===== src/rtl/sdc_pkg.sv =====
`timescale 1ns / 1ps

package sdc_pkg;

  // frame limits and field widths
  localparam int MAX_FRAME_RAW = 512;
  localparam int CNT_W         = 10;
  localparam int SUM_W         = 17;

  // queue between classifier and frame engine
  localparam int QUEUE_DEPTH = 2;
  localparam int QPTR_W      = $clog2(QUEUE_DEPTH);

  // framing codes
  localparam logic [7:0] END_CODE  = 8'hC0;
  localparam logic [7:0] ESC_CODE  = 8'hDB;
  localparam logic [7:0] END_SUBST = 8'hDC;
  localparam logic [7:0] ESC_SUBST = 8'hDD;

  // frame status codes
  localparam logic [1:0] ST_GOOD     = 2'd0;
  localparam logic [1:0] ST_SHORT    = 2'd1;
  localparam logic [1:0] ST_BAD_SUM  = 2'd2;
  localparam logic [1:0] ST_OVERSIZE = 2'd3;

  typedef enum logic [1:0] {
    KIND_DATA,
    KIND_ESC,
    KIND_END
  } kind_t;

  // one classified raw byte
  typedef struct packed {
    kind_t      kind;
    logic [7:0] raw;
    logic [7:0] unesc;
  } item_t;

endpackage


===== src/rtl/slip_deframer_checksum_check.sv =====
`timescale 1ns / 1ps

// SLIP deframer with checksum check. Takes one raw byte per beat on s_*;
// 0xC0 ends a frame and 0xDB escapes the next byte. Decoded bytes come out
// on m_* one byte late, so the last byte of a frame is kept back as the
// checksum (inverted, once-folded sum of the earlier bytes). At each frame end
// one beat with tlast high carries status (good, too short, bad checksum) and
// the decoded length; empty frames give no beat. The first raw byte beyond
// max_raw_bytes (cfg_data, capped at 512, reset 512) is dropped with an
// oversize beat and clears the frame state. The block takes one byte every
// cycle while m_tready is high; a byte classified on entry sits in a
// two-entry queue, and its result passes through the frame engine into an
// output register before it is presented on m_*. The frame engine sets the
// rate; m_tready low stalls it and then fills the queue.
module slip_deframer_checksum_check import sdc_pkg::*; (
  input  logic        clk,
  input  logic        rst,
  input  logic        cfg_valid,
  output logic        cfg_ready,
  input  logic [9:0]  cfg_data,    // max_raw_bytes
  input  logic        s_tvalid,
  output logic        s_tready,
  input  logic [7:0]  s_tdata,     // rx_byte[7:0]
  output logic        m_tvalid,
  input  logic        m_tready,
  output logic [23:0] m_tdata,     // out_byte[7:0], frame_status[9:8],
                                   // decoded_length[19:10], zero[23:20]
  output logic        m_tlast      // is_end
);

  item_t            front_item;
  item_t            head_item;
  logic             q_full;
  logic             head_valid;
  logic             pop;
  logic [7:0]       out_byte;
  logic [1:0]       out_status;
  logic [CNT_W-1:0] out_length;

  assign cfg_ready = 1'b1;
  assign s_tready  = !q_full;

  sdc_front u_front (
    .rx_byte (s_tdata),
    .item    (front_item)
  );

  sdc_queue u_queue (
    .clk        (clk),
    .rst        (rst),
    .push       (s_tvalid),
    .push_item  (front_item),
    .full       (q_full),
    .pop        (pop),
    .head_valid (head_valid),
    .head_item  (head_item)
  );

  sdc_back u_back (
    .clk        (clk),
    .rst        (rst),
    .cfg_valid  (cfg_valid),
    .cfg_data   (cfg_data),
    .head_valid (head_valid),
    .head_item  (head_item),
    .pop        (pop),
    .out_valid  (m_tvalid),
    .out_ready  (m_tready),
    .out_byte   (out_byte),
    .out_last   (m_tlast),
    .out_status (out_status),
    .out_length (out_length)
  );

  // pack result fields, highest first
  assign m_tdata = {4'b0000, out_length, out_status, out_byte};

endmodule


===== src/rtl/sdc_front.sv =====
`timescale 1ns / 1ps

module sdc_front import sdc_pkg::*; (
  input  logic [7:0] rx_byte,
  output item_t      item
);

  // classify the raw byte and precompute its unescaped value
  always_comb begin
    item.raw = rx_byte;
    if (rx_byte == END_CODE) begin
      item.kind = KIND_END;
    end else if (rx_byte == ESC_CODE) begin
      item.kind = KIND_ESC;
    end else begin
      item.kind = KIND_DATA;
    end
    if (rx_byte == END_SUBST) begin
      item.unesc = END_CODE;
    end else if (rx_byte == ESC_SUBST) begin
      item.unesc = ESC_CODE;
    end else begin
      item.unesc = rx_byte;
    end
  end

endmodule


===== src/rtl/sdc_queue.sv =====
`timescale 1ns / 1ps

module sdc_queue import sdc_pkg::*; (
  input  logic  clk,
  input  logic  rst,
  input  logic  push,
  input  item_t push_item,
  output logic  full,
  input  logic  pop,
  output logic  head_valid,
  output item_t head_item
);

  item_t             mem [QUEUE_DEPTH];
  logic [QPTR_W-1:0] wr_ptr;
  logic [QPTR_W-1:0] rd_ptr;
  logic [QPTR_W:0]   count;

  assign full       = (count == (QPTR_W+1)'(QUEUE_DEPTH));
  assign head_valid = (count != '0);
  assign head_item  = mem[rd_ptr];

  // storage
  always_ff @(posedge clk) begin
    if (push && !full) begin
      mem[wr_ptr] <= push_item;
    end
  end

  // pointers and fill count
  always_ff @(posedge clk) begin
    if (rst) begin
      wr_ptr <= '0;
      rd_ptr <= '0;
      count  <= '0;
    end else begin
      if (push && !full) begin
        wr_ptr <= (wr_ptr == QPTR_W'(QUEUE_DEPTH - 1)) ? '0 : wr_ptr + 1'b1;
      end
      if (pop && head_valid) begin
        rd_ptr <= (rd_ptr == QPTR_W'(QUEUE_DEPTH - 1)) ? '0 : rd_ptr + 1'b1;
      end
      unique case ({push && !full, pop && head_valid})
        2'b10:   count <= count + 1'b1;
        2'b01:   count <= count - 1'b1;
        default: count <= count;
      endcase
    end
  end

endmodule


===== src/rtl/sdc_back.sv =====
`timescale 1ns / 1ps

module sdc_back import sdc_pkg::*; (
  input  logic             clk,
  input  logic             rst,
  input  logic             cfg_valid,
  input  logic [CNT_W-1:0] cfg_data,
  input  logic             head_valid,
  input  item_t            head_item,
  output logic             pop,
  output logic             out_valid,
  input  logic             out_ready,
  output logic [7:0]       out_byte,
  output logic             out_last,
  output logic [1:0]       out_status,
  output logic [CNT_W-1:0] out_length
);

  logic [CNT_W-1:0] max_raw_bytes;
  logic [CNT_W-1:0] raw_count, raw_count_next;
  logic             escape_pending, escape_pending_next;
  logic [7:0]       held_byte, held_byte_next;
  logic             held_valid, held_valid_next;
  logic [CNT_W-1:0] decoded_count, decoded_count_next;
  logic [SUM_W-1:0] running_sum, running_sum_next;

  logic             adv;
  logic             emit;
  logic [7:0]       emit_byte;
  logic             emit_last;
  logic [1:0]       emit_status;
  logic [CNT_W-1:0] emit_length;

  logic [CNT_W-1:0] limit;
  logic [CNT_W-1:0] end_count;
  logic [7:0]       end_held;
  logic [9:0]       folded;
  logic [7:0]       chk;

  // output register frees up when empty or being taken
  assign adv = !out_valid || out_ready;
  assign pop = adv && head_valid;

  assign limit = (max_raw_bytes < CNT_W'(MAX_FRAME_RAW)) ? max_raw_bytes
                                                         : CNT_W'(MAX_FRAME_RAW);

  // a pending escape at frame end becomes the final literal byte
  assign end_count = decoded_count + CNT_W'(escape_pending);
  assign end_held  = escape_pending ? ESC_CODE : held_byte;
  assign folded    = {2'b00, running_sum[7:0]} + {1'b0, running_sum[SUM_W-1:8]};
  assign chk       = folded[7:0] ^ 8'hFF;

  // frame engine next state and result
  always_comb begin
    raw_count_next      = raw_count;
    escape_pending_next = escape_pending;
    held_byte_next      = held_byte;
    held_valid_next     = held_valid;
    decoded_count_next  = decoded_count;
    running_sum_next    = running_sum;
    emit                = 1'b0;
    emit_byte           = '0;
    emit_last           = 1'b0;
    emit_status         = ST_GOOD;
    emit_length         = '0;
    if (pop) begin
      if (head_item.kind == KIND_END) begin
        if (end_count != '0) begin
          emit        = 1'b1;
          emit_last   = 1'b1;
          emit_length = end_count;
          if (end_count < CNT_W'(3)) begin
            emit_status = ST_SHORT;
          end else begin
            emit_status = (chk == end_held) ? ST_GOOD : ST_BAD_SUM;
          end
        end
        raw_count_next      = '0;
        escape_pending_next = 1'b0;
        held_byte_next      = '0;
        held_valid_next     = 1'b0;
        decoded_count_next  = '0;
        running_sum_next    = '0;
      end else if (raw_count >= limit) begin
        // oversize abort, byte dropped
        emit                = 1'b1;
        emit_last           = 1'b1;
        emit_status         = ST_OVERSIZE;
        emit_length         = decoded_count;
        raw_count_next      = '0;
        escape_pending_next = 1'b0;
        held_byte_next      = '0;
        held_valid_next     = 1'b0;
        decoded_count_next  = '0;
        running_sum_next    = '0;
      end else begin
        raw_count_next = raw_count + 1'b1;
        if (escape_pending) begin
          escape_pending_next = 1'b0;
          held_byte_next      = head_item.unesc;
          held_valid_next     = 1'b1;
          decoded_count_next  = decoded_count + 1'b1;
        end else begin
          // release the held byte ahead of the new one
          if (held_valid) begin
            emit             = 1'b1;
            emit_byte        = held_byte;
            running_sum_next = running_sum + {{(SUM_W-8){1'b0}}, held_byte};
          end
          if (head_item.kind == KIND_ESC) begin
            escape_pending_next = 1'b1;
            held_valid_next     = 1'b0;
          end else begin
            held_byte_next     = head_item.raw;
            held_valid_next    = 1'b1;
            decoded_count_next = decoded_count + 1'b1;
          end
        end
      end
    end
  end

  // config register
  always_ff @(posedge clk) begin
    if (rst) begin
      max_raw_bytes <= CNT_W'(MAX_FRAME_RAW);
    end else if (cfg_valid) begin
      max_raw_bytes <= cfg_data;
    end
  end

  // frame state
  always_ff @(posedge clk) begin
    if (rst) begin
      raw_count      <= '0;
      escape_pending <= 1'b0;
      held_byte      <= '0;
      held_valid     <= 1'b0;
      decoded_count  <= '0;
      running_sum    <= '0;
    end else begin
      raw_count      <= raw_count_next;
      escape_pending <= escape_pending_next;
      held_byte      <= held_byte_next;
      held_valid     <= held_valid_next;
      decoded_count  <= decoded_count_next;
      running_sum    <= running_sum_next;
    end
  end

  // output register
  always_ff @(posedge clk) begin
    if (rst) begin
      out_valid <= 1'b0;
    end else if (adv) begin
      out_valid <= emit;
    end
  end

  always_ff @(posedge clk) begin
    if (adv && emit) begin
      out_byte   <= emit_byte;
      out_last   <= emit_last;
      out_status <= emit_status;
      out_length <= emit_length;
    end
  end

`ifndef ASSERT_OFF
  a_hold_empty_on_escape: assert property (@(posedge clk) disable iff (rst)
    !(escape_pending && held_valid))
    else $error("held byte present while escape pending");

  a_raw_in_range: assert property (@(posedge clk) disable iff (rst)
    raw_count <= CNT_W'(MAX_FRAME_RAW))
    else $error("raw count beyond frame limit");

  a_end_clears: assert property (@(posedge clk) disable iff (rst)
    pop && head_item.kind == KIND_END |=> decoded_count == '0 && !escape_pending)
    else $error("frame state not cleared after end byte");

  a_end_beat_zero_byte: assert property (@(posedge clk) disable iff (rst)
    out_valid && out_last |-> out_byte == '0)
    else $error("end beat carries a data byte");

  a_data_beat_no_status: assert property (@(posedge clk) disable iff (rst)
    out_valid && !out_last |-> out_status == ST_GOOD && out_length == '0)
    else $error("data beat carries status");
`endif

endmodule

===== config.mk =====
export PLATFORM = sky130hd
export DESIGN_NAME = slip_deframer_checksum_check
export DESIGN_NICKNAME = d
export VERILOG_FILES = /design/src/rtl/sdc_pkg.sv /design/src/rtl/slip_deframer_checksum_check.sv /design/src/rtl/sdc_front.sv /design/src/rtl/sdc_queue.sv /design/src/rtl/sdc_back.sv
export SDC_FILE = /design/constraint.sdc
export NUM_CORES = 1
export LEC_CHECK = 0
export BUFFER_PORTS_ARGS = -buffer_cell sky130_fd_sc_hd__buf_2
export CORE_ASPECT_RATIO = 0.8
export CORE_MARGIN = 3
export CORE_UTILIZATION = 45
export CTS_CLUSTER_DIAMETER = 120
export DETAILED_ROUTE_END_ITERATION = 12
export GPL_TIMING_DRIVEN = 0
export PLACE_DENSITY = 0.65
export RECOVER_POWER = 100
export SYNTH_ARGS = -nofsm -noshare
export SYNTH_HDL_FRONTEND = slang
export SYNTH_SLANG_ARGS = --single-unit

===== constraint.sdc =====
create_clock -name clk -period 3.51 [get_ports clk]
set_input_delay 0.351 -clock clk [delete_from_list [all_inputs] [get_ports clk]]
set_output_delay 0.351 -clock clk [all_outputs]
set_load 0.05 [all_outputs]

==> results of run 1 <==
## where the power goes
| group | switching (µW) | internal (µW) | total, µW | leakage [µW] |
|---|---|---|---|---|
| sequential | 124 | 1700 | 1820 | 0.00104 |
| clock | 712 | 1080 | 1790 | 0.000295 |
| combinational | 1120 | 454 | 1580 | 0.00143 |
## cell type report
| cell class | instances | area [µm²] | share of cell area (%) |
|---|---|---|---|
| timing repair inverter | 1 | 7.51 | 0.103 |
| clock inverter | 15 | 181 | 2.49 |
| buffer | 38 | 173 | 2.37 |
| tap | 175 | 219 | 3.00 |
| timing repair buffer | 44 | 181 | 2.49 |
| multi-input combinational | 441 | 3110 | 42.6 |
| clock buffer | 17 | 425 | 5.83 |
| inverter | 12 | 48.8 | 0.669 |
| sequential | 119 | 2950 | 40.5 |
## worst max path at each step
stage	end	slack, ps	cells past startpoint
2_1_floorplan	u_back.out_byte[0]	880	9
3_3_place_gp	u_back.out_byte[5]	290	9
3_5_place_dp	u_back.out_byte[4]	270	9
4_1_cts	u_back.out_length[8]	240	9
5_1_grt	u_back.out_status[1]	50	10
6_report	u_back.out_status[1]	230	10
## synthesized netlist by cell type, types with 4 or more instances
library cell and instances:
inv_1 10, a22o_1 6, buf_1 7, nand2_1 43, mux2i_1 12, a31oi_1 4, xnor2_1 16, and3_1 18
nand2b_1 5, ha_1 30, a21o_1 11, nor2_1 60, a21oi_1 30, nand3_1 30, o21a_1 5, clkbuf_1 19
dfxtp_1 62, o21ai_0 13, or3_1 6, a211oi_1 8, nor3b_1 5, edfxtp_1 57, a22oi_1 11, nand4_1 14
buf_4 7, nor3_1 10, nor2b_1 4, a211o_1 4, mux4_2 8, buf_2 5, xor2_1 17
## worst reg2reg max path: cells and delay by family, from the launching register on
kind | cells | cell delay (ps)
flip-flops | 1 | 330
AO/OA/AOI/OAI | 5 | 1070
AND/OR/NAND/NOR | 2 | 750
adder cells (fa/ha/maj) | 1 | 260
buffers and inverters | 2 | 640
## sequential cells by signal, indices dropped and copies added (netlist names), 2 cells and up, named ones only
signal / count
u_back.out_length: 10
u_back.raw_count: 10
u_queue.count: 2
u_back.running_sum: 16
u_queue.mem: 36
u_back.decoded_count: 10
u_back.held_byte: 8
u_back.out_byte: 8
u_back.max_raw_bytes: 10
u_back.out_status: 2
## routing by layer
layer / vias up / part of all wire (%) / GRT usage [%]
met5: - / 0 / 0
met4: 0 / 1.4 / 6.85
met3: 21 / 7.3 / 5.28
met2: 206 / 43 / 28.8
met1: 2357 / 48 / 28.4
li1: 2415 / - / -
## through the flow
| stage | util (%) | hold slack, ps | total power (µW) | setup WS [ps] |
|---|---|---|---|---|
| after floorplan | - | 450 | 2990 | 882 |
| after global placement | 50.8 | 477 | 3380 | 294 |
| after detailed placement | 50.8 | 490 | 3420 | 266 |
| after CTS | 55.4 | 136 | 5220 | 242 |
| after global routing | 55.1 | 160 | 5410 | 52.4 |
| final | 55.1 | 152 | 5190 | 228 |
## repair_timing
item | in CTS | in global routing
endpoints found under the setup margin | 0 | 21
setup buffers | 0 | 0
gates resized for setup | 0 | 3
## kinds of logic after synthesis
| group | count (synthesis) |
|---|---|
| other cells | 2 |
| compound gates | 133 |
| simple gates | 218 |
| xor+xnor | 33 |
| mux | 20 |
| buf+inv | 50 |
| fa+ha+maj | 32 |
| flops | 119 |
==> results.txt, run 1 <==
----------------------------------------------------
[Worst setup path]
  FF-to-FF path depth ... 10
  FF-to-FF setup slack ... 230 ps
  Data required time at the worst endpoint ... around 3700 ps
  Slowest stage delay, CP ... 560 ps
  Worst setup path startpoint ... u_back.max_raw_bytes[9]
  Cell chain of the critical path ... clkinv_1 > nand2_1 > ha_1 > a211o_1 > a21oi_1 > o21ai_2 > nor2_1 > clkbuf_2 > a211oi_1 > o21a_1
  Family of cells with the greatest summed delay on the critical path ... compound AO/OA/AOI/OAI gates
  RR Endpoint ... u_back.out_status[1]
  Arr. time, crit path ... 3450 ps
  Sort of element at the start of the critical path ... register
  Type of the setup path with the least slack ... reg2reg
  Peak fanout along the critical path ... 10
  Max stage delay cell, worst path ... nor2_1
  Start of the worst register-to-register path ... u_back.max_raw_bytes[9]
  Combined buffer and inverter count along the critical path ... 2
  Worst Setup End Kind ... register

[Place]
  Detailed Place HPWL ... 11.1 mm
  Number of input and output port buffers inserted ... between 40 and 50
  Area after detailed placement ... 0.00673 mm²
  Cell count after placement ... slightly above 800
  Weighted congestion reported at the end of routability-driven placement ... between 0.8 and 0.9

[Floorplanning]
  Width of the chip ... 138 µm
  CORE AREA ... 0.0132 mm²
  Starting density of the core ... a little under half
  I/O pin cnt ... slightly above 50
  Row count ... 37
  Die height ... 112 µm
  Die ar. ... 0.0154 mm²

[Yosys]
  Per-instance average area after synthesis ... 10.3 µm²
  Number of enable-type register cells in the synthesized netlist ... 57
  Number of register bits inferred by synthesis ... 119
  Portion of netlist area occupied by mux cells ... 4.78%
  Area share of the leading cell type in the synthesized netlist ... 27.3%
  Number of warnings issued by yosys ... 0
  Post-Synthesis Cell Area ... 0.00628 mm²
  Simple-gate share of the synthesized area ... 17.8%
  Area share of fa/ha/maj cells after synthesis ... 6.62%
  Library cell occupying the most area in the post-synthesis netlist ... edfxtp_1
  Top cells by area, synth ... edfxtp_1 27%, dfxtp_1 20%, ha_1 6.0%, nor2_1 3.6%, mux4_2 2.9%
  Sequential fraction of the synthesis area ... 47.0%
  Share of synthesized registers carrying an async set or reset ... 0%
  Most used DFF post-synth ... dfxtp_1
  Xor-xnor portion of the synthesized cell area ... under 10%
  Area fraction in compound gates after synthesis ... 15.6%
  Post-Synthesis Cells ... a little over 600
  Dominant combinational cell family by area after synthesis ... simple AND/OR/NAND/NOR gates
  Distinct cells, synth ... about 70

[Min path]
  Kind of path behind the tightest hold check ... in2reg
  End point of the most critical hold path ... u_back.max_raw_bytes[9]
  Hold Crit Start ... cfg_data[9]
  WHS Path Cells ... 3

[Clock network]
  Deepest level of the CTS H-tree ... 4
  CTS tree ... done
  Cell at the root of the clock tree ... clkbuf_16
  CTS sink count ... ~120
  Clock Path Buffers ... 2
  Number of buffers created by CTS ... 17
  Clock network latency to the later pin of the worst-skew pair ... 420 ps
  Clock transition at the register clock pins on the worst setup and hold paths after CTS ... 60 ps
  Hold bufs inserted after CTS ... 0

[Status]
  Violations in the final reports ... max-capacitance violations, max-slew violations
  Result of the run ... complete, but fails checks

[STA]
  Highest attainable clock frequency ... 305 MHz
  Post-route setup TNS ... 0 ps
  Transition time at the pin with the least slew margin ... ~1500 ps
  Final setup viols ... 0
  Final Hold Violating Endpoints ... 0
  Setup repair after global routing missed its margin ... false
  Final worst path period need ... approximately 3300 ps
  Final Cycle Share ... 93.5%
  Worst Clk Skew ... 9.84 ps
  Normalized max-slew margin ... -3.13%
  Final Slew Violations ... 19

[Global routing]
  Pin count of the biggest net entering global routing ... 22
  Number of global-route vias before repair ... 4731
  Remaining global-route overflow ... 0
  Total global routing track utilization ... 19.7%
  Antenna violations before repair ... 0
  Global-route wire length before repair ... 24.5 mm

[Route]
  First DRT Iteration DRCs ... 360
  Average routed wire per standard cell ... around 18 µm
  Sum of routed wire length over all layers ... 15.3 mm
  Total vias in the final route ... around 5000
  Drt first pass iters ... 6
  Residual DRC ... 0
  Ratio of routed vias to standard cells ... 5.80
  Final antenna-violating net count ... 0

[Cells and area]
  Finished Layout Cells ... 862
  Most common cell after layout, fill and taps aside ... dfxtp_1
  Filler Cell Count ... 1182
  Most used cells in the layout excluding fill and tap cells ... 62 x dfxtp_1, 61 x nor2_1, 57 x edfxtp_1
  Layout Nets ... 729
  Synth-to-layout area growth ... 16.2%
  Share of layout cells above drive strength 1 ... about 11%
  Antenna diode instance count ... 0
  Final non-filler cell area ... 0.00730 mm²

[Pwr]
  Largest voltage drop on the vdd net ... 0.451 mV
  Static leakage ... about 0.0028 µW
  PwrDens ... 711 mW/mm²

[Flow run]
  Max-cap check violation count ... 1

----------------------------------------------------
(Power assumes the default switching activity.)
==> run 2: changes to the inputs <==
--- a/config.mk
+++ b/config.mk
@@ -6,12 +6,12 @@
 export NUM_CORES = 1
 export LEC_CHECK = 0
+export ABC_AREA = 1
 export BUFFER_PORTS_ARGS = -buffer_cell sky130_fd_sc_hd__buf_2
 export CORE_ASPECT_RATIO = 0.8
-export CORE_MARGIN = 3
 export CORE_UTILIZATION = 45
 export CTS_CLUSTER_DIAMETER = 120
 export DETAILED_ROUTE_END_ITERATION = 12
 export GPL_TIMING_DRIVEN = 0
-export PLACE_DENSITY = 0.65
+export PLACE_DENSITY = 0.64
 export RECOVER_POWER = 100
 export SYNTH_ARGS = -nofsm -noshare
==> constraint.sdc (replaced) <==
create_clock -name clk -period 3.51 [get_ports clk]
set_input_delay 0.351 -clock clk [delete_from_list [all_inputs] [get_ports clk]]
set_output_delay 0.351 -clock clk [all_outputs]
set_load 0.01 [all_outputs]
==> results.txt, run 2 <==
----------------------------------------------------
[Cells and area]
  Share of layout cells above drive strength 1 ... 9.40% (-1.8 points)
  Layout Nets ... 1021 (+40%)
  Antenna diode instance count ... 0 (unchanged)
  Synth-to-layout area growth ... 13.3%
  Most common cell after layout, fill and taps aside ... nand2_1
  Largest registers ... u_queue.mem: 36 flops, u_back.running_sum: 16 flops
  Max FFs per register ... 36 (unchanged)
  Register with the most flip-flops ... u_queue.mem
  Finished Layout Cells ... 1168 (+35%)
  Most used cells in the layout excluding fill and tap cells ... 234 x nand2_1, 140 x nor2_1, 90 x inv_1

[Clock network]
  Deepest level of the CTS H-tree ... 4 (unchanged)
  Number of buffers inserted to repair setup after CTS ... 0 (unchanged)
  Count of cells resized by post-cts repair ... 0 (unchanged)
  Clock Path Buffers ... 2 (unchanged)
  CTS tree ... done
  Clock network latency to the later pin of the worst-skew pair ... 430 ps (about the same)
  Number of buffers created by CTS ... 17 (unchanged)
  Clock transition at the register clock pins on the worst setup and hold paths after CTS ... 50 ps (about the same)
  CTS sink count ... 119 (unchanged)
  Cell at the root of the clock tree ... clkbuf_16
  Hold bufs inserted after CTS ... 0 (unchanged)

[Yosys]
  Number of register bits inferred by synthesis ... 119 (unchanged)
  Post-Synthesis Cells ... 898 (+48%)
  Sequential fraction of the synthesis area ... 42.7% (-4.3 points)
  Number of warnings issued by yosys ... 0 (unchanged)
  Number of enable-type register cells in the synthesized netlist ... 57 (unchanged)
  Top cells by area, synth ... edfxtp_1 25%, dfxtp_1 18%, nand2_1 13%, nor2_1 7.4%, ha_1 5.4%
  Per-instance average area after synthesis ... 7.70 µm² (-26%)
  Share of synthesized registers carrying an async set or reset ... 0% (unchanged)
  Most frequently used cell type in the post-synthesis netlist ... nand2_1
  Post-synth top cells ... 231 x nand2_1, 136 x nor2_1, 89 x inv_1
  Post-Synthesis Cell Area ... 0.00691 mm² (+10%)
  Distinct cells, synth ... 46 (-35%)
  Most used DFF post-synth ... dfxtp_1
  Area share of the leading cell type in the synthesized netlist ... 24.8% (-2.5 points)
  Library cell occupying the most area in the post-synthesis netlist ... edfxtp_1

[Min path]
  Kind of path behind the tightest hold check ... in2reg

[Worst setup path]
  Slowest stage delay, CP ... 640 ps (+80 ps)
  FF-to-FF setup slack ... 290 ps (+60 ps)
  Peak fanout along the critical path ... 10 (unchanged)
  Data required time at the worst endpoint ... 3670 ps (about the same)
  Cell chain of the critical path ... clkinv_1 > ha_1 > a21o_1 > nor2_1 > nand3_2 > nor2_1 > nand2_4 > clkbuf_1 > nand2_1 > nor3_1
  Worst Setup End Kind ... register
  Arr. time, crit path ... 3380 ps (-70 ps)
  Type of the setup path with the least slack ... reg2reg
  Max stage delay cell, worst path ... nor2_1
  Sort of element at the start of the critical path ... register
  Cell repeated most along the worst path ... nor2_1

[Route]
  First DRT Iteration DRCs ... 446 (+24%)
  Sum of routed wire length over all layers ... 16.2 mm (+6.3%)
  Drt first pass iters ... 5 (-1)
  Residual DRC ... 0 (unchanged)
  Total vias in the final route ... 5889 (+18%)
  Final antenna-violating net count ... 0 (unchanged)
  Ratio of routed vias to standard cells ... 5.04 (-13%)
  Average routed wire per standard cell ... 13.9 µm (-22%)

[Pwr]
  PwrDens ... 789 mW/mm² (+11%)
  Largest voltage drop on the vdd net ... 0.639 mV (+42%)
  Static leakage ... 0.00340 µW (+23%)

[STA]
  Post-route setup TNS ... 0 ps (unchanged)
  Normalized max-slew margin ... -4.24% (-1.1 points)
  Final Hold Violating Endpoints ... 0 (unchanged)
  Highest attainable clock frequency ... 311 MHz (+2.0%)
  Final Cycle Share ... 91.7% (-1.8 points)
  Final worst path period need ... 3220 ps (-63.8 ps)
  Setup repair after global routing missed its margin ... false
  Transition time at the pin with the least slew margin ... 1560 ps (+16.6 ps)
  Final setup viols ... 0 (unchanged)
  Worst Clk Skew ... 9.95 ps (+0.110 ps)
  Final Slew Violations ... 19 (unchanged)

[Place]
  Number of input and output port buffers inserted ... 45 (+2.3%)
  Cell count after placement ... 1136 (+37%)
  Detailed Place HPWL ... 11.8 mm (+6.3%)
  Weighted congestion reported at the end of routability-driven placement ... 0.877 (-2.1%)

[Global routing]
  Pin count of the biggest net entering global routing ... 22 (unchanged)
  Remaining global-route overflow ... 0 (unchanged)
  Global-route wire length before repair ... 26.6 mm (+8.8%)
  Total global routing track utilization ... 21.8% (+2.1 points)
  Antenna violations before repair ... 0 (unchanged)
  Number of global-route vias before repair ... 5217 (+10%)

[Status]
  Result of the run ... complete, but fails checks
  Violations in the final reports ... max-capacitance violations, max-slew violations

[Floorplanning]
  Row count ... 40 (+8.1%)
  Die height ... 113 µm (+1.1%)
  Die ar. ... 0.0159 mm² (+2.9%)
  Width of the chip ... 141 µm (+1.8%)
  Starting density of the core ... 46.0% (-1.4 points)
  I/O pin cnt ... 51 (unchanged)
  CORE AREA ... 0.0150 mm² (+13%)

[Flow run]
  Max-cap check violation count ... 1 (unchanged)

----------------------------------------------------
==> run 2: path summary, 6_finish.rpt <==
check | cells past startpoint | from | endpoint
setup reg to reg | 10 | u_back.max_raw_bytes[9] | u_back.out_length[0]
hold / removal | 3 | cfg_data[9] | u_back.max_raw_bytes[9]
hold reg to reg | 1 | u_queue.rd_ptr | register
setup / recovery | 10 | u_back.max_raw_bytes[9] | u_back.out_length[0]
==> run 2: logic make-up (layout without fill, tap and decap cells) <==
group	after synthesis	count (layout)	share of synthesized area, %
buf+inv	132	210	8.29
xor+xnor	22	22	2.79
other cells	2	5	0.109
compound gates	108	108	9.21
mux	1	1	0.326
fa+ha+maj	32	32	6.01
simple gates	482	482	30.5
flops	119	119	42.7
==> run 2: worst max-delay path, delay by kind of cell (launching register included) <==
family / cells / cell delay, ps
compound gates: 1 / 190
fa+ha+maj: 1 / 380
buf+inv: 2 / 550
simple gates: 6 / 1470
flops: 1 / 330
==> run 2: power by group <==
part	switching (µW)	total, µW	internal [µW]	leakage (µW)
combinational	1660	2470	812	0.00208
sequential	226	2040	1810	0.00104
clock	607	1680	1070	0.000275
==> run 2: layout make-up <==
cell class	count	area (µm²)
buffer	32	174
clock buffer	22	464
clock inverter	10	103
fill	1484	7180
inverter	100	378
multi-input combinational	650	3330
sequential	119	2950
tap	189	236
timing repair buffer	46	189
==> run 2: stage by stage <==
step                setup WS (ps)  util (%)  power [µW]  hold slack [ps]  area, µm²
finish                        292      52.2        6180              148       7830
global route                 50.2      52.2        6640              144       7830
CTS                           302      53.1        6300              141       7970
detailed placement            327      49.3        4620              454       7400
global placement              337      49.2        4590              436       7380
floorplan                    1060         -        3920              426       6920
==> run 2: layer usage <==
layer | track usage [%] | part of all wire [%] | vias up | wire length (µm)
li1 | - | - | 3059 | -
met1 | 32.0 | 53 | 2670 | 8530
met2 | 31.2 | 40 | 142 | 6550
met3 | 6.01 | 5.8 | 18 | 944
met4 | 6.45 | 1.2 | 0 | 193
met5 | 0 | 0 | - | 0
